==> config.mk <==
export PLATFORM = sky130hd
export DESIGN_NAME = fht_fifo
export DESIGN_NICKNAME = d
export VERILOG_FILES = /design/src/sv/fht_fifo.sv
export SDC_FILE = /design/constraint.sdc
export NUM_CORES = 1
export LEC_CHECK = 0
export ABC_AREA = 1
export BUFFER_PORTS_ARGS = -buffer_cell sky130_fd_sc_hd__buf_2
export CAP_MARGIN = 20
export CORE_MARGIN = 5
export CORE_UTILIZATION = 55
export CTS_BUF_LIST = sky130_fd_sc_hd__clkbuf_2 sky130_fd_sc_hd__clkbuf_4 sky130_fd_sc_hd__clkbuf_8
export DETAILED_ROUTE_END_ITERATION = 8
export PLACE_DENSITY = 0.83
export SKIP_CTS_REPAIR_TIMING = 1
export SLEW_MARGIN = 5
export SYNTH_ARGS = -nofsm -noshare
export SYNTH_HDL_FRONTEND = slang
export SYNTH_SLANG_ARGS = --single-unit
export TNS_END_PERCENT = 20
==> constraint.sdc <==
create_clock -name clk_i -period 3.7 [get_ports clk_i]
set_input_delay 0.37 -clock clk_i [delete_from_list [all_inputs] [get_ports clk_i]]
set_output_delay 0.37 -clock clk_i [all_outputs]
set_load 0.02 [all_outputs]
==> src/sv/fht_fifo.sv <==
// ----------------------------------------------------------------------------
// fht_fifo
// Two-entry queue between the hash front end and the table back end.
// ----------------------------------------------------------------------------
module fht_fifo #(
  parameter int unsigned WIDTH = 8
) (
  input  logic             clk_i,
  input  logic             rst_ni,
  input  logic             push_valid_i,
  output logic             push_ready_o,
  input  logic [WIDTH-1:0] push_data_i,
  output logic             pop_valid_o,
  input  logic             pop_ready_i,
  output logic [WIDTH-1:0] pop_data_o
);

  logic [WIDTH-1:0] mem_q [2];
  logic             wptr_q, wptr_d;
  logic             rptr_q, rptr_d;
  logic [1:0]       cnt_q, cnt_d;
  logic             do_push, do_pop;

  assign push_ready_o = (cnt_q != 2'd2);
  assign pop_valid_o  = (cnt_q != 2'd0);
  assign pop_data_o   = mem_q[rptr_q];
  assign do_push      = push_valid_i && push_ready_o;
  assign do_pop       = pop_valid_o && pop_ready_i;

  always_comb begin
    wptr_d = wptr_q ^ do_push;
    rptr_d = rptr_q ^ do_pop;
    cnt_d  = cnt_q + {1'b0, do_push} - {1'b0, do_pop};
  end

  always_ff @(posedge clk_i or negedge rst_ni) begin
    if (!rst_ni) begin
      wptr_q <= 1'b0;
      rptr_q <= 1'b0;
      cnt_q  <= 2'd0;
    end else begin
      wptr_q <= wptr_d;
      rptr_q <= rptr_d;
      cnt_q  <= cnt_d;
    end
  end

  always_ff @(posedge clk_i) begin
    if (do_push) begin
      mem_q[wptr_q] <= push_data_i;
    end
  end

endmodule

==> results.md, run 1 <==
- Outcome: complete, no violations
- Crit-path cells: inv_2 -> nand2_1 -> nand2_1 -> buf_2
- Crit start category: flip-flop
- Net switching power: 0.318 mW
- Drt wl/cell: 12.6 µm
- Die area: 2350 µm²
- Synth Cell Area: 816 µm²
- Final Power: 0.782 mW
- Pwr dens: 805 nW/µm²
- Post-route insts no fill: 113
- Initial Util: 60.4%
- Critical Path Start: rptr_q
- Antenna Nets Post-Route: 0
- First-pass GRT wire length: 2340 µm
- HPWL Detailed: 1100 µm
- Syn nets: 87
- Netlist cell types: 13
- Worst setup EP type: output port
- Crit-path slowest cell: dfrtp_1
- Seq/Total Area, Yosys: 71.2%
- Final hold slack: 0.256 ns
- Worst path top cell family by delay: flip-flops
- Hold Violations, Final: 0
- Clk pin slew, worst setup/hold paths: 0.10 ns
- Cell count after synthesis: 73
- Reg-to-reg startpoint: cnt_q[0]
- Int Power: 0.464 mW
- CTS max path bufs: 2
- Core ar.: 1350 µm²
- Leakage: 0.477 nW
- Vias: 565
- Final #Nets: 113
- Ys Warns: 0
- Initial antenna violation count: 0
- P&R area growth vs syn: 19.2%
- Peak VDD IR: 0.416 mV
- Crit-path max cell delay: 0.50 ns
- Max-cap violations: 0
- I/O Pins: 22
- Crit path max fanout: 9
- Rel. slew slack: 56.4%
- Width of the die: 48.5 µm
- Clock skew: 0.00526 ns
- Core Util, Final: 72.0%
- DRT iter0 DRCs: 12
- Critical path arrival: 1.30 ns
- Final Wtd Congestion: 0.797
- Clock group share of total power: 14.0%
- Critical R2R Capture: mem_q[1][1]
- Switching share of power: 40.7%
- Worst Hold Depth: 1
- Unrepaired setup endpoints after global routing: no
- PortBufs: 21
- DR vias/cell: 5.00
- Highest achievable clock rate: 0.599 GHz
- Worst skew pair latency: 0.29 ns
- Worst Path Buf+Inv: 2
- Hold path startpoint: push_data_i[7]
- Final Max Tran Viols: 0
- Sequential share of power: 45.5%
- FILL cells: 90
- CTS Sinks: 20
- Num rows: 13
- H-tree depth: 1
- Final period util: 45.1%
- Slew @ Worst Pin: 0.652 ns
- Total wire length: 1430 µm
- Largest net degree at the start of global routing: 12
- Vias in the first global route: 562
- Crit path kind: flip-flop to output port
- R2R cell count: 4
- Residual DRC: 0
- Syn_area_per_cell: 11.2 µm²
- DP Cell Count: 108
- R2r setup slk: 2.20 ns
- #FFs+latches synth: 20
- CTS tree: yes
- Hold path endpoint: mem_q[1][7]
- Grt total ovfl: 0
- Combinational power share: 40.5%
- Antenna Cells: 0
- Die Y-Extent: 48.5 µm
- Share of cells above drive strength 1: 29.6%
- Req. time, crit path: 3.33 ns
- Drt pass-1 iters: 4
- CTS Buf Count: 3
- All-layer global routing usage: 12.8%
- Hold Path Class: input port to flip-flop
- Tmin final: 1.67 ns
- Setup TNS: 0 ns
- Final setup fails: 0
- Most frequent CP cell: nand2_1
- CTS root buffer: clkbuf_4
-- area by class of cell --
| type | instances | area, µm² | area share, % |
|---|---|---|---|
| sequential | 20 | 581 | 59.7 |
| multi-input combinational | 42 | 190 | 19.6 |
| timing repair buffer | 22 | 115 | 11.8 |
| inverter | 10 | 37.5 | 3.86 |
| clock buffer | 4 | 30.0 | 3.09 |
| tap | 15 | 18.8 | 1.93 |
-- cell families after synthesis --
group | Yosys count | share of synthesized area (%)
flip-flops | 20 | 71.2
AND/OR/NAND/NOR | 38 | 18.6
AO/OA/AOI/OAI | 1 | 0.613
adder cells (fa/ha/maj) | 2 | 3.07
XOR/XNOR | 1 | 1.07
buffers and inverters | 11 | 5.52
-- worst register-to-register path, stage by stage (launching register included) --
cell and delay, ns:
dfrtp_1 0.42, inv_1 0.08, nand2_2 0.07, nand2_2 0.07, nor2_1 0.51
-- routing by layer --
layer	vias to the layer above	GRT usage [%]	share of wire, %
li1	279	-	-
met1	255	14.1	36
met2	28	22.4	54
met3	3	2.14	7.9
met4	0	8.07	2.1
met5	-	0	0
-- how the worst max path moves through the flow --
stage,endpoint,cells past startpoint
global route,pop_data_o[1],4
CTS,pop_data_o[1],4
floorplan,mem_q[1][0],3
global placement,mem_q[1][1],3
finish,pop_data_o[1],4
detailed placement,mem_q[1][7],4
-- layout by cell type (no fill, tap or decap) --
cell type,n
buf_2,21
nand2_1,32
dfrtp_1,4
nand3_1,1
ha_1,2
nor2_1,2
edfxtp_1,16
o21ai_1,1
nor2_2,1
xor2_1,1
inv_2,1
nand2_2,2
inv_1,9
dlygate4sd3_1,1
clkbuf_4,4
-- flip-flops by register name (all words and copies together) (netlist names) --
signal,count
wptr_q,1
mem_q,16
cnt_q,2
rptr_q,1
-- power by group through the flow --
stage                     clock network (mW)  registers [mW]  logic, mW
after floorplan                            0           0.338      0.239
after global placement                     0           0.353      0.311
after detailed placement                   0           0.358      0.321
after CTS                              0.113           0.354      0.323
after global routing                   0.122           0.363      0.351
final                                  0.110           0.356      0.317
-- Yosys cell counts --
library cell  instances  area (µm²)
inv_2                 1        3.75
dfrtp_1               4         100
o21ai_1               1        5.00
nor2_2                1        6.26
nand2_2               2        12.5
inv_1                 9        33.8
nand2_1              32         120
nand3_1               1        5.00
ha_1                  2        25.0
xor2_1                1        8.76
buf_4                 1        7.51
nor2_1                2        7.51
edfxtp_1             16         480
-- through the flow --
step                cell area (µm²)  setup WS [ns]
global placement                932           2.28
finish                          972           2.03
floorplan                       816           2.32
detailed placement              932           2.21
global route                    972           1.92
CTS                             962           2.01
(Power assumes the default switching activity.)
==> inputs of run 2 (changes only) <==
--- a/config.mk
+++ b/config.mk
@@ -9,10 +9,10 @@
 export BUFFER_PORTS_ARGS = -buffer_cell sky130_fd_sc_hd__buf_2
 export CAP_MARGIN = 20
 export CORE_MARGIN = 5
-export CORE_UTILIZATION = 55
+export CORE_UTILIZATION = 52
 export CTS_BUF_LIST = sky130_fd_sc_hd__clkbuf_2 sky130_fd_sc_hd__clkbuf_4 sky130_fd_sc_hd__clkbuf_8
 export DETAILED_ROUTE_END_ITERATION = 8
-export PLACE_DENSITY = 0.83
+export PLACE_DENSITY = 0.79
 export SKIP_CTS_REPAIR_TIMING = 1
 export SLEW_MARGIN = 5
 export SYNTH_ARGS = -nofsm -noshare
==> constraint.sdc (replaced) <==
create_clock -name clk_i -period 1.7 [get_ports clk_i]
set_input_delay 0.17 -clock clk_i [delete_from_list [all_inputs] [get_ports clk_i]]
set_output_delay 0.17 -clock clk_i [all_outputs]
set_load 0.02 [all_outputs]
==> run 2 against run 1 <==
Compared with the run above: non-clock buffer count increased by 1; critical path depth is the same; sequential power grew 120%; routed wire length shrank 4.7%; critical path type unchanged; largest cell class unchanged; largest power group unchanged.
==> results.md, run 2 (synthesis results as in run 1) <==
- CTS tree: yes
- Initial Util: 54.8%
- Final setup fails: 0
- Worst setup EP type: output port
- Critical R2R Capture: cnt_q[1]
- Die area: 2460 µm²
- Clock skew: 0.00707 ns
- Slew @ Worst Pin: 0.374 ns
- Leakage: 0.492 nW
- Cell area after layout: 1000 µm²
- Crit-path cells: inv_2 -> nand2_1 -> nand2_1 -> buf_2
- P&R area growth vs syn: 23.0%
- Grt total ovfl: 0
- DP Area: 941 µm²
- Crit path max fanout: 9
- Final Wtd Congestion: 0.721
- Outcome: complete, no violations
- Peak VDD IR: 0.879 mV
- Width of the die: 49.6 µm
- Die Y-Extent: 49.6 µm
- Drt pass-1 iters: 4
- Worst Hold Depth: 1
- Core Util, Final: 67.4%
- Rel. slew slack: 75.0%
- Vias in the first global route: 510
- CTS Sinks: 20
- Total wire length: 1360 µm
- FILL cells: 111
- Hold Violations, Final: 0
- Share of cells above drive strength 1: 30.3%
- Regs by FF count: mem_q x16, cnt_q x2
- Clk pin slew, worst setup/hold paths: 0.11 ns
- Final Max Tran Viols: 0
- Num rows: 14
- Final Power: 1.85 mW
- Residual DRC: 0
- Antenna Nets Post-Route: 0
- Most frequent cells in the layout: 32 x nand2_1, 21 x buf_2, 16 x edfxtp_1, 9 x inv_1, 4 x dfrtp_1
- H-tree depth: 1
- CTS root buffer: clkbuf_4
- Final #Nets: 114
- Core ar.: 1490 µm²
- Highest achievable clock rate: 0.682 GHz
- Max-cap violations: 0
- Crit path kind: flip-flop to output port
- Hold path startpoint: push_data_i[7]
- R2r setup slk: 0.25 ns
- Hold Path Class: input port to flip-flop
- Setup TNS: 0 ns
- Worst skew pair latency: 0.31 ns
- Req. time, crit path: 1.53 ns
- Unrepaired setup endpoints after global routing: no
- R2R cell count: 11
- DRT iter0 DRCs: 5
- Pre-CTS setup slack: 0.280 ns
- Drt wl/cell: 11.8 µm
- Crit start category: flip-flop
- Reg-to-reg startpoint: cnt_q[1]
- Most frequent CP cell: nand2_1
- I/O Pins: 22
- Final period util: 86.2%
- Initial antenna violation count: 0
- First-pass GRT wire length: 2300 µm
- Tmin final: 1.47 ns
- Worst setup margin: 0.235 ns
- Commonest non-fill, non-tap cell in the layout: nand2_1
- Hold path endpoint: mem_q[0][7]
- All-layer global routing usage: 12.7%
- CTS Buf Count: 3
- DR vias/cell: 4.83
- Largest net degree at the start of global routing: 13
- Reg with most FFs: mem_q
- Critical path arrival: 1.30 ns
- Crit-path max cell delay: 0.50 ns
- Antenna Cells: 0
- Vias: 556
- CTS max path bufs: 2
- Pwr dens: 1850 nW/µm²
- PortBufs: 21
- Crit-path slowest cell: dfrtp_1
- Max reg flops: 16
-- run 2: how the worst max path moves through the flow --
stage | startpoint | endpoint | slack [ns]
after CTS | rptr_q | pop_data_o[1] | 0.21
final | rptr_q | pop_data_o[1] | 0.23
after global placement | cnt_q[1] | mem_q[0][1] | 0.32
after global routing | cnt_q[1] | cnt_q[1] | 0.08
after detailed placement | cnt_q[1] | cnt_q[1] | 0.28
after floorplan | cnt_q[1] | mem_q[1][0] | 0.32
-- run 2: layout make-up --
type	instances	area [µm²]	area share, %
Tap cell	16	20.0	2.00
Inverter	10	37.5	3.74
Sequential cell	20	581	57.9
Multi-Input combinational cell	42	190	19.0
Clock inverter	1	30.0	2.99
Timing Repair Buffer	23	123	12.2
Clock buffer	3	22.5	2.24
-- run 2: power by group --
part           leakage (nW)  total (mW)  switching, mW  internal [mW]
clock network        0.0279       0.386          0.147          0.239
registers             0.195       0.769         0.0863          0.683
logic                 0.269       0.698          0.470          0.228
total                 0.492        1.85          0.704           1.15
-- run 2: per-stage QoR --
step | hold WS [ns] | instances
floorplan | -0.126 | 73
global placement | -0.0194 | 110
detailed placement | -0.0181 | 110
CTS | -0.354 | 114
global route | 0.0187 | 115
finish | 0.0412 | 115
-- run 2: critical path: cells and delay by family (launching register included) --
| kind | cells | cell delay [ns] |
|---|---|---|
| DFF | 1 | 0.50 |
| buffers and inverters | 2 | 0.35 |
| and+or+nand+nor | 2 | 0.14 |
-- run 2: per-layer routing --
layer  up-vias  track usage [%]  wire length [µm]
met2        19             20.3               746
met1       251             14.8               520
met5         -                0                 0
met4         0             7.86                18
li1        282                -                 -
met3         4             3.61                72
==> inputs of run 3 (changes only) <==
--- a/config.mk
+++ b/config.mk
@@ -8,7 +8,7 @@
 export ABC_AREA = 1
 export BUFFER_PORTS_ARGS = -buffer_cell sky130_fd_sc_hd__buf_2
 export CAP_MARGIN = 20
-export CORE_MARGIN = 5
+export CORE_MARGIN = 4
 export CORE_UTILIZATION = 52
 export CTS_BUF_LIST = sky130_fd_sc_hd__clkbuf_2 sky130_fd_sc_hd__clkbuf_4 sky130_fd_sc_hd__clkbuf_8
 export DETAILED_ROUTE_END_ITERATION = 8
==> run 3 against run 2 <==
Compared with the run above: worst hold slack improved by 0.0092 ns; global-route usage rose by 2.3 points; highest routed layer unchanged; final cell count rose by 0.87%; sequential power barely moved; combinational power rose by 2%; flip-flop and latch count did not move; worst setup slack got worse by 0.010 ns; register-to-register slack barely moved; count of clock-buffer cells in the layout did not move; routed wire length rose by 9.1%; first-iteration DRC count did not move.
==> results.md, run 3 (synthesis results as in run 1) <==
- All-layer global routing usage: 15.0%
- Reg-to-reg startpoint: cnt_q[1]
- Num rows: 14
- Vias in the first global route: 515
- DP Area: 948 µm²
- Share of cells above drive strength 1: 30.0%
- CTS root buffer: clkbuf_4
- Regs by FF count: mem_q x16, cnt_q x2
- Antenna Nets Post-Route: 0
- CTS Buf Count: 3
- Worst skew pair latency: 0.30 ns
- Outcome: complete, no violations
- Max reg flops: 16
- Critical R2R Capture: cnt_q[1]
- Crit path kind: flip-flop to output port
- Final Wtd Congestion: 0.720
- Core ar.: 1490 µm²
- WL met3: 100 µm
- Drt pass-1 iters: 4
- Grt total ovfl: 0
- DR vias/cell: 4.91
- Final period util: 86.8%
- Residual DRC: 0
- DRT iter0 DRCs: 5
- Worst setup EP type: output port
- HPWL Detailed: 1110 µm
- Final Max Tran Viols: 0
- Max-cap violations: 0
- WL met2: 779 µm
- Rel. slew slack: 74.1%
- Initial Util: 54.8%
- Total wire length: 1480 µm
- Hold path startpoint: push_data_i[7]
- Clock skew: 0.00172 ns
- Initial antenna violation count: 0
- Slew @ Worst Pin: 0.388 ns
- Worst setup margin: 0.224 ns
- Vias: 570
- Worst Hold Depth: 1
- Crit start category: flip-flop
- I/O Pins: 22
- H-tree depth: 1
- R2r setup slk: 0.25 ns
- CTS max path bufs: 2
- Req. time, crit path: 1.53 ns
- P&R area growth vs syn: 20.7%
- Final #Nets: 115
- R2R cell count: 11
- Metal-1 WL: 583 µm
- Die area: 2270 µm²
- Die Y-Extent: 47.6 µm
- Critical path arrival: 1.31 ns
- PortBufs: 21
- Peak VDD IR: 0.889 mV
- Drt wl/cell: 12.8 µm
- Highest achievable clock rate: 0.678 GHz
- Pwr dens: 1740 nW/µm²
- Max Used Layer: met4
- Reg with most FFs: mem_q
- Width of the die: 47.6 µm
- Hold Violations, Final: 0
- Unrepaired setup endpoints after global routing: no
- Largest net degree at the start of global routing: 12
- Hold path endpoint: mem_q[1][7]
- Commonest non-fill, non-tap cell in the layout: nand2_1
- Cell area after layout: 985 µm²
- Antenna Cells: 0
- Final setup fails: 0
- Crit path max fanout: 9
- Setup TNS: 0 ns
- Hold Path Class: input port to flip-flop
- First-pass GRT wire length: 2150 µm
- CTS Sinks: 20
- Pre-CTS setup slack: 0.256 ns
- Tmin final: 1.48 ns
- Clk pin slew, worst setup/hold paths: 0.10 ns
- Most frequent cells in the layout: 32 x nand2_1, 21 x buf_2, 16 x edfxtp_1, 9 x inv_1, 4 x dfrtp_1
- Leakage: 0.485 nW
- CTS tree: yes
## run 3: cell types whose count changed in the layout (fill, tap and decap cells not counted)
cell	delta
clkinv_1	+1
bufinv_16	-1
buf_4	+1
## run 3: critical path, stage by stage (launching register included)
cell	delay [ns]
dfrtp_1	0.50
inv_2	0.20
nand2_1	0.09
nand2_1	0.06
buf_2	0.15
## run 3: through the flow
stage / instances / power [mW] / utilization [%] / hold WS [ns]
floorplan: 73 / 1.26 / - / -0.126
global placement: 111 / 1.46 / 63.7 / -0.0175
detailed placement: 111 / 1.50 / 63.7 / -0.0136
CTS: 115 / 1.72 / 65.5 / -0.345
global route: 116 / 1.84 / 66.1 / 0.0371
finish: 116 / 1.71 / 66.1 / 0.0504
## run 3: worst max-delay path by stage
| stage | from | slack, ns | to |
|---|---|---|---|
| after floorplan | cnt_q[1] | 0.32 | mem_q[1][0] |
| after global placement | cnt_q[0] | 0.34 | mem_q[0][5] |
| after detailed placement | cnt_q[0] | 0.26 | mem_q[0][5] |
| after CTS | rptr_q | 0.21 | pop_data_o[7] |
| after global routing | rptr_q | 0.12 | pop_data_o[7] |
| final | rptr_q | 0.22 | pop_data_o[7] |
## run 3: final cells by class
| class | count | area, µm² |
|---|---|---|
| clock buffer | 3 | 22.5 |
| clock inverter | 1 | 3.75 |
| multi-input combinational | 42 | 190 |
| timing repair buffer | 24 | 130 |
| tap | 16 | 20.0 |
| inverter | 10 | 37.5 |
| sequential | 20 | 581 |
| fill | 105 | 504 |
## run 3: where the power goes
group	internal (mW)	total, mW	leakage (nW)	switching (mW)
registers	0.683	0.769	0.195	0.0858
clock network	0.0857	0.225	0.0154	0.139
logic	0.237	0.715	0.274	0.478
total	1.01	1.71	0.485	0.703
## run 3: layer usage
metal | global-route usage (%) | up-vias
li1 | - | 282
met1 | 14.7 | 269
met2 | 27.5 | 17
met3 | 4.89 | 2
met4 | 8.06 | 0
met5 | 0 | -
