==> src/sv/fht_pkg.sv <==
// ----------------------------------------------------------------------------
// fht_pkg
// Shared types and codes of the fingerprint hash table.
// ----------------------------------------------------------------------------
package fht_pkg;

  localparam int unsigned CFG_W     = 11;
  localparam int unsigned FP_BYTES  = 16;

  localparam logic [CFG_W-1:0] BUCKET_COUNT_RST = 11'd1024;

  localparam logic [1:0] FUNC_LOOKUP = 2'd0;
  localparam logic [1:0] FUNC_INSERT = 2'd1;
  localparam logic [1:0] FUNC_REMOVE = 2'd2;

  localparam logic [1:0] STATUS_DONE      = 2'd0;
  localparam logic [1:0] STATUS_NOT_FOUND = 2'd1;
  localparam logic [1:0] STATUS_FULL      = 2'd2;

  typedef struct packed {
    logic [1:0]  func;
    logic [63:0] fp_high;
    logic [63:0] fp_low;
    logic [31:0] block;
  } req_t;

  typedef struct packed {
    logic        found;
    logic [31:0] found_block;
    logic [1:0]  status;
  } rsp_t;

  typedef enum logic [2:0] {
    BK_CLEAR,
    BK_IDLE,
    BK_FILL,
    BK_SCAN,
    BK_MOVE,
    BK_RESP
  } back_state_e;

endpackage

==> src/sv/fht_if.sv <==
// ----------------------------------------------------------------------------
// fht_req_if / fht_rsp_if
// Valid/ready channels for requests and results.
// ----------------------------------------------------------------------------
interface fht_req_if;
  logic        valid;
  logic        ready;
  logic [1:0]  func;
  logic [63:0] fp_high;
  logic [63:0] fp_low;
  logic [31:0] block;

  modport source (output valid, func, fp_high, fp_low, block, input ready);
  modport sink   (input valid, func, fp_high, fp_low, block, output ready);
endinterface


==> src/sv/fht_hash.sv <==
// ----------------------------------------------------------------------------
// fht_hash
// Front end: accepts requests and computes the bucket index, one
// fingerprint byte at a time with a restoring modulo reduction.
// ----------------------------------------------------------------------------
module fht_hash #(
  parameter int unsigned BW = 10
) (
  input  logic                       clk_i,
  input  logic                       rst_ni,
  input  logic                       en_i,
  input  logic [fht_pkg::CFG_W-1:0]  mod_i,
  fht_req_if.sink                    req_i,
  output logic                       push_valid_o,
  input  logic                       push_ready_i,
  output fht_pkg::req_t              push_item_o,
  output logic [BW-1:0]              push_bucket_o
);
  import fht_pkg::*;

  logic             busy_q, busy_d;
  logic             done_q, done_d;
  logic [4:0]       cnt_q, cnt_d;
  logic [CFG_W-1:0] r_q, r_d;
  logic [CFG_W-1:0] part_q, part_d;
  logic [7:0]       xl_q, xl_d;
  req_t             item_q, item_d;
  logic [127:0]     fp;
  logic [7:0]       fp_byte;
  logic [15:0]      x;
  logic             accept;

  function automatic logic [CFG_W-1:0] reduce8(logic [CFG_W-1:0] rem_in,
                                               logic [7:0] bits,
                                               logic [CFG_W-1:0] m);
    logic [CFG_W-1:0] rem;
    logic [CFG_W:0]   t;
    rem = rem_in;
    for (int i = 7; i >= 0; i--) begin
      t = {rem, bits[i]};
      if (t >= {1'b0, m}) begin
        rem = CFG_W'(t - {1'b0, m});
      end else begin
        rem = t[CFG_W-1:0];
      end
    end
    return rem;
  endfunction

  assign req_i.ready   = en_i && !busy_q && (!done_q || push_ready_i);
  assign accept        = req_i.valid && req_i.ready;
  assign push_valid_o  = done_q;
  assign push_item_o   = item_q;
  assign push_bucket_o = BW'(r_q);

  assign fp      = {item_q.fp_high, item_q.fp_low};
  assign fp_byte = fp[8*(15 - int'(cnt_q[4:1])) +: 8];
  assign x       = 16'({r_q, 4'b0000}) + 16'(fp_byte);

  always_comb begin
    busy_d = busy_q;
    done_d = done_q;
    cnt_d  = cnt_q;
    r_d    = r_q;
    part_d = part_q;
    xl_d   = xl_q;
    item_d = item_q;
    if (done_q && push_ready_i) begin
      done_d = 1'b0;
    end
    if (busy_q) begin
      cnt_d = cnt_q + 5'd1;
      if (!cnt_q[0]) begin
        part_d = reduce8('0, x[15:8], mod_i);
        xl_d   = x[7:0];
      end else begin
        r_d = reduce8(part_q, xl_q, mod_i);
        if (cnt_q == 5'd31) begin
          busy_d = 1'b0;
          done_d = 1'b1;
        end
      end
    end
    if (accept) begin
      item_d.func    = req_i.func;
      item_d.fp_high = req_i.fp_high;
      item_d.fp_low  = req_i.fp_low;
      item_d.block   = req_i.block;
      busy_d         = 1'b1;
      cnt_d          = 5'd0;
      r_d            = '0;
    end
  end

  always_ff @(posedge clk_i or negedge rst_ni) begin
    if (!rst_ni) begin
      busy_q <= 1'b0;
      done_q <= 1'b0;
      cnt_q  <= 5'd0;
    end else begin
      busy_q <= busy_d;
      done_q <= done_d;
      cnt_q  <= cnt_d;
    end
  end

  always_ff @(posedge clk_i) begin
    r_q    <= r_d;
    part_q <= part_d;
    xl_q   <= xl_d;
    item_q <= item_d;
  end

endmodule

==> src/flat_wrapper.sv <==
// flat-port wrapper written by rule: the top's interface ports become plain ports
module fht_hash_flat import fht_pkg::*;
#(
  parameter int unsigned BW = 10
)
  (clk_i, rst_ni, en_i, mod_i, push_valid_o, push_ready_i, push_item_o, push_bucket_o, req_i_valid, req_i_func, req_i_fp_high, req_i_fp_low, req_i_block, req_i_ready);
  fht_req_if req_i_i ();
  input  logic clk_i;
  input  logic rst_ni;
  input  logic en_i;
  input  logic [fht_pkg::CFG_W-1:0] mod_i;
  output logic push_valid_o;
  input  logic push_ready_i;
  output fht_pkg::req_t push_item_o;
  output logic [BW-1:0] push_bucket_o;
  input wire logic [$bits(req_i_i.valid)-1:0] req_i_valid;
  input wire logic [$bits(req_i_i.func)-1:0] req_i_func;
  input wire logic [$bits(req_i_i.fp_high)-1:0] req_i_fp_high;
  input wire logic [$bits(req_i_i.fp_low)-1:0] req_i_fp_low;
  input wire logic [$bits(req_i_i.block)-1:0] req_i_block;
  output wire logic [$bits(req_i_i.ready)-1:0] req_i_ready;
  assign req_i_i.valid = req_i_valid;
  assign req_i_i.func = req_i_func;
  assign req_i_i.fp_high = req_i_fp_high;
  assign req_i_i.fp_low = req_i_fp_low;
  assign req_i_i.block = req_i_block;
  assign req_i_ready = req_i_i.ready;
  fht_hash #(.BW(BW)) u_core (.clk_i(clk_i), .rst_ni(rst_ni), .en_i(en_i), .mod_i(mod_i), .req_i(req_i_i), .push_valid_o(push_valid_o), .push_ready_i(push_ready_i), .push_item_o(push_item_o), .push_bucket_o(push_bucket_o));
endmodule
==> config.mk <==
export PLATFORM = sky130hd
export DESIGN_NAME = fht_hash_flat
export DESIGN_NICKNAME = d
export VERILOG_FILES = /design/src/sv/fht_pkg.sv /design/src/sv/fht_if.sv /design/src/sv/fht_hash.sv /design/src/flat_wrapper.sv
export SDC_FILE = /design/constraint.sdc
export NUM_CORES = 1
export LEC_CHECK = 0
export ABC_CLOCK_PERIOD_IN_PS = 27000
export BUFFER_PORTS_ARGS = -buffer_cell sky130_fd_sc_hd__buf_2
export CELL_PAD_IN_SITES_DETAIL_PLACEMENT = 0
export CELL_PAD_IN_SITES_GLOBAL_PLACEMENT = 1
export CORE_ASPECT_RATIO = 0.6
export CORE_MARGIN = 10
export CORE_UTILIZATION = 44
export DETAILED_ROUTE_END_ITERATION = 10
export HOLD_SLACK_MARGIN = 0.03
export PLACE_DENSITY_LB_ADDON = 0.1
export SKIP_LAST_GASP = 1
export SLEW_MARGIN = 5
export SYNTH_ARGS = -nofsm -noshare
export SYNTH_HDL_FRONTEND = slang
export SYNTH_SLANG_ARGS = --single-unit
==> constraint.sdc <==
create_clock -name clk_i -period 27 [get_ports clk_i]
set_input_delay 5.4 -clock clk_i [delete_from_list [all_inputs] [get_ports clk_i]]
set_output_delay 5.4 -clock clk_i [all_outputs]
set_load 0.05 [all_outputs]
==> flow_summary.yaml, run 1 <==
clock_network:
  cts_tree: "yes"
  clock_latency_ps: 440
  clock_sink_count: 199
  cts.path.max_buffers: 2
  cts_root_buf: "clkbuf_16"
  path_clk_slew_ps: 70
  cts_buffers: 17
  cts.htree.levels: 4
synthesis:
  avgSynthCellArea_um2: 10.5
  synth_edf_count: 181
  syn-num-nets: 1973
  ys_ff_latch: 199
  yosys_warnings: 0
  yosys.area.top_type_share_pct: 32.4
  mappedNetlistArea_um2: 16800
  synth-seq-area-share_pct: 34.7
  synth_cells: 1606
  synth_cell_types: 89
  synth_top_area_cell: "edfxtp_1"
  synthTopCellsByArea: "edfxtp_1 32%, ha_1 13%, mux4_2 5.4%"
  synthArstFlopShare_pct: 3.52
  synthFlopType: "edfxtp_1"
timing:
  slew_headroom_pct: 25.4
  setup_viol: 0
  maxSlewViolCount: 0
  final.setup.tns_ps: 0
  max_freq_mhz: 39.0
  worstMarginPinSlew_ps: 1110
  min_period_over_period_pct: 95.0
  rsz0062_at_grt: "false"
  clock_skew_ps: 15.9
  whs_ps: 572
  final.min_clock_period_ps: 25660
  finalHoldViolCount: 0
run:
  cap_violations: 0
placed_design:
  portBuffers: 351
  post-dp-hpwl_mm: 48.8
  gp_congestion: 0.937
global_route:
  antenna_found_initial: 5
  grt_pass1_vias: 13600
  grt_usage_pct: 25.4
  grt_pass1_wl_mm: 88.6
  grt_max_degree: 86
  overflow: 0
floorplan:
  pin_count: 352
  start_util_pct: 44.5
  die_w_um: 272
  fp.dieH_um: 171
  design.die.area_um2: 46700
  rows: 55
  core_um2: 37700
hold_path:
  min_path_cells: 2
  hold_path.class: "register to register"
worst_setup_path:
  slowest_delay_ps: 620
  cp.arrival_ps: 25980
  crit_type: "primary input to register"
  crit_path_end_kind: "register"
  worstPathRequired_ps: 27320
  worst_path_max_delay_cell: "or3_1"
  ff2ff_path_depth: 83
  crit_path_start_kind: "primary input"
  crit_fanout: 12
drt:
  wl_per_cell_um: 24.3
  vias_per_cell: 5.82
  vias: 14500
  drc: 0
  totalWireLength_mm: 60.5
  dr.pass1.iters: 5
  antenna_left: 0
  drt-initial-drc-count: 1689
run_status:
  outcome: "completed"
layout:
  final_core_util_pct: 52.6
  drive_gt1_share_pct: 28.6
  layout.nets: 2331
  syn_to_final_growth_pct: 18.1
[repair_timing]
item                                    CTS  global route
setup buffers                             0             3
gates resized for setup                   0             8
hold endpoints to repair                  0             0
hold buffers                              0             0
endpoints found under the setup margin    0            11
[area by class of cell]
| type | count | area [um^2] |
|---|---|---|
| Fill cell | 3473 | 17900 |
| Multi-Input combinational cell | 1280 | 10500 |
| Sequential cell | 199 | 5830 |
| Timing Repair Buffer | 375 | 1940 |
| Tap cell | 513 | 642 |
| Clock buffer | 18 | 429 |
| Inverter | 91 | 347 |
| Clock inverter | 14 | 158 |
| Antenna cell | 3 | 7.51 |
[worst paths after layout]
path                                             start                           to  slack (ps)
min                         u_core.r_q[7]$_SDFFE_PP0P_   u_core.r_q[7]$_SDFFE_PP0P_         570
max                                           mod_i[1]   u_core.r_q[6]$_SDFFE_PP0P_        1340
min reg2reg                 u_core.r_q[7]$_SDFFE_PP0P_   u_core.r_q[7]$_SDFFE_PP0P_         570
max in group asynchronous                       rst_ni  u_core.cnt_q[1]$_DFFE_PN0P_       22020
max reg2reg                u_core.cnt_q[1]$_DFFE_PN0P_  u_core.part_q[10]$_DFFE_PP_        4170
min in group asynchronous                       rst_ni  u_core.cnt_q[3]$_DFFE_PN0P_        4790
[routing by layer]
metal,GRT usage (%),part of all wire [%]
met5,0,0.012
met2,36.5,42
met4,4.62,1.3
met1,37.2,48
met3,7.35,9.1
[stage by stage]
stage	std cells	area [um^2]	worst slack, ps
finish	2493	19800	1340
global route	2493	19800	35.2
CTS	2487	19800	617
detailed placement	2455	19200	207
global placement	2455	19200	934
floorplan	1606	16800	3150
[worst max-delay path: cells and delay by family]
| family | cells | cell delay [ps] |
|---|---|---|
| AOI/OAI and AO/OA | 46 | 10920 |
| adders and majority gates | 8 | 3160 |
| buffers and inverters | 4 | 640 |
| muxes | 6 | 2050 |
| and+or+nand+nor | 17 | 3770 |
[cell usage in the layout, fill, tap and decap left out, types with 15 or more instances in the layout]
cell	instances
buf_2	350
edfxtp_1	181
ha_1	173
nor2_1	108
o21ai_0	103
nand2_1	94
inv_1	90
a21oi_1	81
mux2_2	72
xnor2_1	69
a21o_1	48
mux4_2	40
xor2_1	36
nor3_1	33
nor2b_1	32
o21a_1	30
nand3_1	29
nand4_1	29
buf_4	24
nand2b_1	22
mux2i_1	22
and3_1	20
a21boi_0	18
clkbuf_16	17
fa_1	16
a211oi_1	15
[synth_stat cells (all sizes together), types with 7 or more instances]
master,instances
mux2,80
nor3,34
a41oi,7
o21a,30
xor2,36
inv,91
and3,22
nor2,108
mux2i,23
o211ai,15
xnor2,69
a211o,7
nand2,95
a21boi,18
or3,10
clkbuf,17
mux4,40
dfrtp,7
nor2b,34
o31ai,7
a21o,48
a22oi,7
nand4,29
fa,16
edfxtp,181
o21ai,105
dfxtp,11
nand2b,22
o21bai,10
buf,19
ha,173
a21oi,82
a31oi,17
a211oi,17
nor4,12
nand3,30
[cells by family (layout without fill, tap and decap cells)]
logic type      count (synthesis)  after routing  share of synthesized area, %
buf+inv                       127            498                          3.13
fa+ha+maj                     189            189                          14.8
flops                         199            199                          34.7
xor+xnor                      105            105                          5.47
compound gates                412            412                          16.5
simple gates                  431            431                          13.1
other cells                     0              3                             0
mux                           143            143                          12.3
[state kept, by name (all words and copies together), names as in the netlist]
register,cells
u_core.push_valid_o,1
u_core.busy_q,1
u_core.cnt_q,5
u_core.push_item_o,162
u_core.xl_q,8
u_core.r_q,11
u_core.part_q,11
Power of run 1 is not shown: default switching activity piles up to over one toggle a cycle in this logic, so the estimate is an artifact.
==> run 2, diff against run 1 <==
--- a/config.mk
+++ b/config.mk
@@ -11,12 +11,14 @@
 export CELL_PAD_IN_SITES_GLOBAL_PLACEMENT = 1
 export CORE_ASPECT_RATIO = 0.6
 export CORE_MARGIN = 10
-export CORE_UTILIZATION = 44
+export CORE_UTILIZATION = 45
+export CTS_BUF_LIST = sky130_fd_sc_hd__clkbuf_4 sky130_fd_sc_hd__clkbuf_8
+export CTS_CLUSTER_DIAMETER = 120
 export DETAILED_ROUTE_END_ITERATION = 10
 export HOLD_SLACK_MARGIN = 0.03
 export PLACE_DENSITY_LB_ADDON = 0.1
 export SKIP_LAST_GASP = 1
-export SLEW_MARGIN = 5
+export SLEW_MARGIN = 20
 export SYNTH_ARGS = -nofsm -noshare
 export SYNTH_HDL_FRONTEND = slang
 export SYNTH_SLANG_ARGS = --single-unit
==> run 2 against run 1 <==
Worst setup slack better by 91 ps. First-iteration DRC count up 5.7%. Largest cell class unchanged. Routed wire length up 0.81%. Die area down 2.0%. Critical endpoint unchanged. Global-route usage up 0.54 points. Worst hold slack better by 59 ps. Via count up 1.1%. Sequential cell count unchanged.
==> flow_summary.yaml, run 2 (synthesized netlist as in run 1, its figures left out) <==
worst_setup_path:
  r2r-start: "u_core.cnt_q[1]$_DFFE_PN0P_"
  cp.arrival_ps: 25980
  crit_type: "primary input to register"
  crit_top_cell: "a21oi_1"
  worstPathRequired_ps: 27410
  ff2ff_path_depth: 84
  timing.rr.end: "u_core.part_q[10]$_DFFE_PP_"
  worst_path_max_delay_cell: "a211o_2"
  reg2reg_slack_ps: 3370
  crit_path_end_kind: "register"
  crit_fanout: 12
  slowest_delay_ps: 500
  crit_path_start_kind: "primary input"
drt:
  drt-initial-drc-count: 1786
  totalWireLength_mm: 61.0
  dr.pass1.iters: 6
  drc: 0
  vias_per_cell: 5.90
  wl_per_cell_um: 24.5
  vias: 14700
  antenna_left: 0
timing:
  final.setup.worst_slack_ps: 1430
  min_period_over_period_pct: 94.7
  max_freq_mhz: 39.1
  clock_skew_ps: 28.8
  slew_headroom_pct: 30.1
  setup_viol: 0
  worstMarginPinSlew_ps: 1050
  maxSlewViolCount: 0
  final.min_clock_period_ps: 25570
  rsz0062_at_grt: "false"
  finalHoldViolCount: 0
  final.setup.tns_ps: 0
layout:
  syn_to_final_growth_pct: 17.5
  final_common_cell: "buf_2"
  drive_gt1_share_pct: 28.9
  mostFrequentLayoutCells: "350 x buf_2, 181 x edfxtp_1, 173 x ha_1"
  postLayoutCellArea_um2: 19700
  layout.nets: 2332
  largest_register_ffs: 162
placed_design:
  placed_cell_area_um2: 19200
  post-dp-hpwl_mm: 49.2
  portBuffers: 351
  gp_congestion: 0.942
  dp_slack_ps: 194
floorplan:
  rows: 54
  core_um2: 36600
  die_w_um: 269
  start_util_pct: 45.9
  design.die.area_um2: 45700
  fp.dieH_um: 170
  pin_count: 352
global_route:
  grt_pass1_wl_mm: 89.6
  grt_pass1_vias: 13700
  grt_usage_pct: 25.9
  antenna_found_initial: 5
  grt_max_degree: 90
  overflow: 0
clock_network:
  cts_buffers: 17
  cts.htree.levels: 4
  clock_latency_ps: 520
  cts_root_buf: "clkbuf_8"
  cts_hold_buf: 0
  cts_tree: "yes"
  path_clk_slew_ps: 130
  cts.path.max_buffers: 2
  clock_sink_count: 199
hold_path:
  hold_path.class: "register to register"
  hold_start: "u_core.r_q[8]$_SDFFE_PP0P_"
  min_path_cells: 2
  holdPathEnd: "u_core.r_q[8]$_SDFFE_PP0P_"
run:
  cap_violations: 0
run_status:
  outcome: "completed"
-- run 2: changes by cell type in the layout (fill, tap and decap cells not counted), sizes merged --
cell      before  now
buf          374  375
bufinv         0    1
clkbuf        19   18
clkinv         6    5
clkinvlp       1    0
diode          3    4
inv           98  100
-- run 2: per-stage QoR --
step                      hold WS [ps]  instances  utilization [%]
after global routing               640       2485             53.9
after global placement             583       2445             52.3
after floorplan                    476       1606                -
after CTS                          621       2477             53.6
final                              631       2486             53.9
after detailed placement           603       2445             52.3
-- run 2: cell type report --
| class | instances | area (um^2) |
|---|---|---|
| flip-flops and latches | 199 | 5830 |
| repair buffers | 376 | 1950 |
| inverters | 91 | 347 |
| diodes | 4 | 10.0 |
| fillers | 3387 | 16900 |
| clock buffers | 17 | 234 |
| multi-input cells | 1280 | 10500 |
| well taps | 504 | 631 |
| clock inverters | 15 | 215 |
-- run 2: per-layer routing --
layer / vias up / GRT usage (%) / routed length [um]
met2: 633 / 36.4 / 25000
met1: 7137 / 39.6 / 29700
met5: - / 0 / 13
met4: 2 / 4.50 / 627
li1: 6859 / - / -
met3: 42 / 6.18 / 5680
-- run 2: how the worst max path moves through the flow --
stage	from	end	slack, ps	depth (start not counted)
global route	mod_i[1]	u_core.r_q[6]$_SDFFE_PP0P_	40	82
floorplan	mod_i[1]	u_core.r_q[6]$_SDFFE_PP0P_	3150	84
detailed placement	mod_i[1]	u_core.r_q[6]$_SDFFE_PP0P_	190	79
global placement	mod_i[1]	u_core.r_q[6]$_SDFFE_PP0P_	700	81
finish	mod_i[1]	u_core.r_q[6]$_SDFFE_PP0P_	1430	82
CTS	mod_i[1]	u_core.r_q[6]$_SDFFE_PP0P_	660	79
-- run 2: repair_timing --
| action | in CTS | in global routing |
|---|---|---|
| resized for setup | 0 | 12 |
| endpoints found under the setup margin | 0 | 11 |
| buffers inserted | 0 | 5 |
-- run 2: critical path: cells and delay by family --
family	cells	cell delay (ps)
AO/OA/AOI/OAI	47	11030
adder cells (fa/ha/maj)	8	3220
buffers and inverters	4	770
multiplexers	5	1580
AND/OR/NAND/NOR	18	3900
Power of run 2 is left out for the same reason.
==> run 3, diff against run 2 <==
--- a/config.mk
+++ b/config.mk
@@ -7,7 +7,7 @@
 export LEC_CHECK = 0
 export ABC_CLOCK_PERIOD_IN_PS = 27000
 export BUFFER_PORTS_ARGS = -buffer_cell sky130_fd_sc_hd__buf_2
-export CELL_PAD_IN_SITES_DETAIL_PLACEMENT = 0
+export CELL_PAD_IN_SITES_DETAIL_PLACEMENT = 1
 export CELL_PAD_IN_SITES_GLOBAL_PLACEMENT = 1
 export CORE_ASPECT_RATIO = 0.6
 export CORE_MARGIN = 10
==> run 3 against run 2 <==
Critical path depth did not move. Cell area grew 0.28%. Clock-buffer cell count did not move. Via count up 3.5%. Highest routed layer unchanged. Global-route usage grew 3.1 points. Worst hold slack better by 3.3 ps. Cell count up 0.28%. Core utilization up 0.15 points.
==> flow_summary.yaml, run 3 (synthesized netlist as in run 1, its figures left out) <==
worst_setup_path:
  crit_path_end_kind: "register"
  cp_top_family: "compound AO/OA/AOI/OAI gates"
  crit_top_cell: "a21oi_1"
  crit_cells: 82
  worstPathRequired_ps: 27390
  crit_type: "primary input to register"
  crit_fanout: 12
  ff2ff_path_depth: 83
  crit_path_start_kind: "primary input"
  timing.critical_path.buf_inv: 4
  slowest_delay_ps: 510
  cp.arrival_ps: 26080
  worst_path_max_delay_cell: "fa_1"
layout:
  syn_to_final_growth_pct: 17.8
  fillers: 4216
  drive_gt1_share_pct: 29.1
  multi_input_area_um2: 10500
  stdcell_count: 2493
  final_common_cell: "buf_2"
  regArea_um2: 5830
  layout.nets: 2334
  mostFrequentLayoutCells: "350 x buf_2, 181 x edfxtp_1, 173 x ha_1"
  largest_register_ffs: 162
placed_design:
  portBuffers: 351
  dp_slack_ps: -289
  post-dp-hpwl_mm: 54.9
  dp.cells: 2445
  gp_congestion: 0.942
clock_network:
  cts_buffers: 17
  cts_root_buf: "clkbuf_8"
  cts.path.max_buffers: 2
  clock_latency_ps: 520
  cts_tree: "yes"
  cts_hold_buf: 0
  clock_sink_count: 199
  path_clk_slew_ps: 110
  cts.htree.levels: 4
global_route:
  grt-busiest-layer: "met2"
  grt_max_degree: 90
  antenna_found_initial: 10
  grt_pass1_wl_mm: 100
  grt_pass1_vias: 15300
  gr-usage-met2_pct: 43.3
  grtUsageMet3_pct: 7.78
  overflow: 0
  met1_usage_pct: 41.2
  grt_usage_pct: 29.0
timing:
  slew_headroom_pct: 21.9
  worstMarginPinSlew_ps: 1170
  final.setup.worst_slack_ps: 1310
  min_period_over_period_pct: 95.2
  final.min_clock_period_ps: 25690
  max_freq_mhz: 38.9
  finalHoldViolCount: 0
  rsz0062_at_grt: "false"
  clock_skew_ps: 26.1
  maxSlewViolCount: 0
  setup_viol: 0
floorplan:
  die_w_um: 269
  design.die.area_um2: 45700
  rows: 54
  start_util_pct: 45.9
  fp.dieH_um: 170
  core_um2: 36600
  pin_count: 352
drt:
  antenna_left: 0
  vias: 15200
  wl_per_cell_um: 27.3
  vias_per_cell: 6.09
  dr.pass1.iters: 6
  drc: 0
  drt-initial-drc-count: 1595
  totalWireLength_mm: 68.1
hold_path:
  hold_path.class: "register to register"
  min_path_cells: 2
run_status:
  outcome: "completed"
run:
  cap_violations: 0
## run 3: cell type report
cell class | count | area share [%]
clock inverter | 15 | 1.13
antenna | 9 | 0.114
multi-input combinational | 1280 | 53.3
timing repair buffer | 378 | 9.91
clock buffer | 17 | 1.18
sequential | 199 | 29.5
inverter | 91 | 1.75
tap | 504 | 3.19
## run 3: path summary, 6_finish.rpt
kind / from / endpoint / slack [ps]
min in group asynchronous: rst_ni / u_core.cnt_q[2]$_DFFE_PN0P_ / 4700
max reg2reg: u_core.cnt_q[1]$_DFFE_PN0P_ / u_core.part_q[10]$_DFFE_PP_ / 3120
min: u_core.r_q[10]$_SDFFE_PP0P_ / u_core.r_q[10]$_SDFFE_PP0P_ / 630
min reg2reg: u_core.r_q[10]$_SDFFE_PP0P_ / u_core.r_q[10]$_SDFFE_PP0P_ / 630
max: mod_i[1] / u_core.r_q[6]$_SDFFE_PP0P_ / 1310
max in group asynchronous: rst_ni / u_core.cnt_q[3]$_DFFE_PN0P_ / 22100
## run 3: layer usage
layer  vias to the layer above  wire [um]
met5                         -         13
met4                         2       1180
met3                        76       6080
met2                       632      29400
met1                      7614      31400
li1                       6862          -
## run 3: per-stage QoR
step	cell area (um^2)	setup TNS, ps	hold WS, ps	util [%]
2_1_floorplan	16800	0	476	-
3_3_place_gp	19200	0	583	52.3
3_5_place_dp	19200	-1160	607	52.3
4_1_cts	19600	0	628	53.6
5_1_grt	19800	0	661	54.0
6_report	19800	0	635	54.0
## run 3: repair_timing
action                     CTS  global route
setup endpoints to repair    0            11
setup buffers                0             7
resized for setup            0            17
## run 3: tightest hold or removal path, delay by kind of cell (launching register included)
family / cells / cell delay [ps]
AND/OR/NAND/NOR: 1 / 100
flip-flops: 1 / 380
AO/OA/AOI/OAI: 1 / 100
Power of run 3 is left out for the same reason.
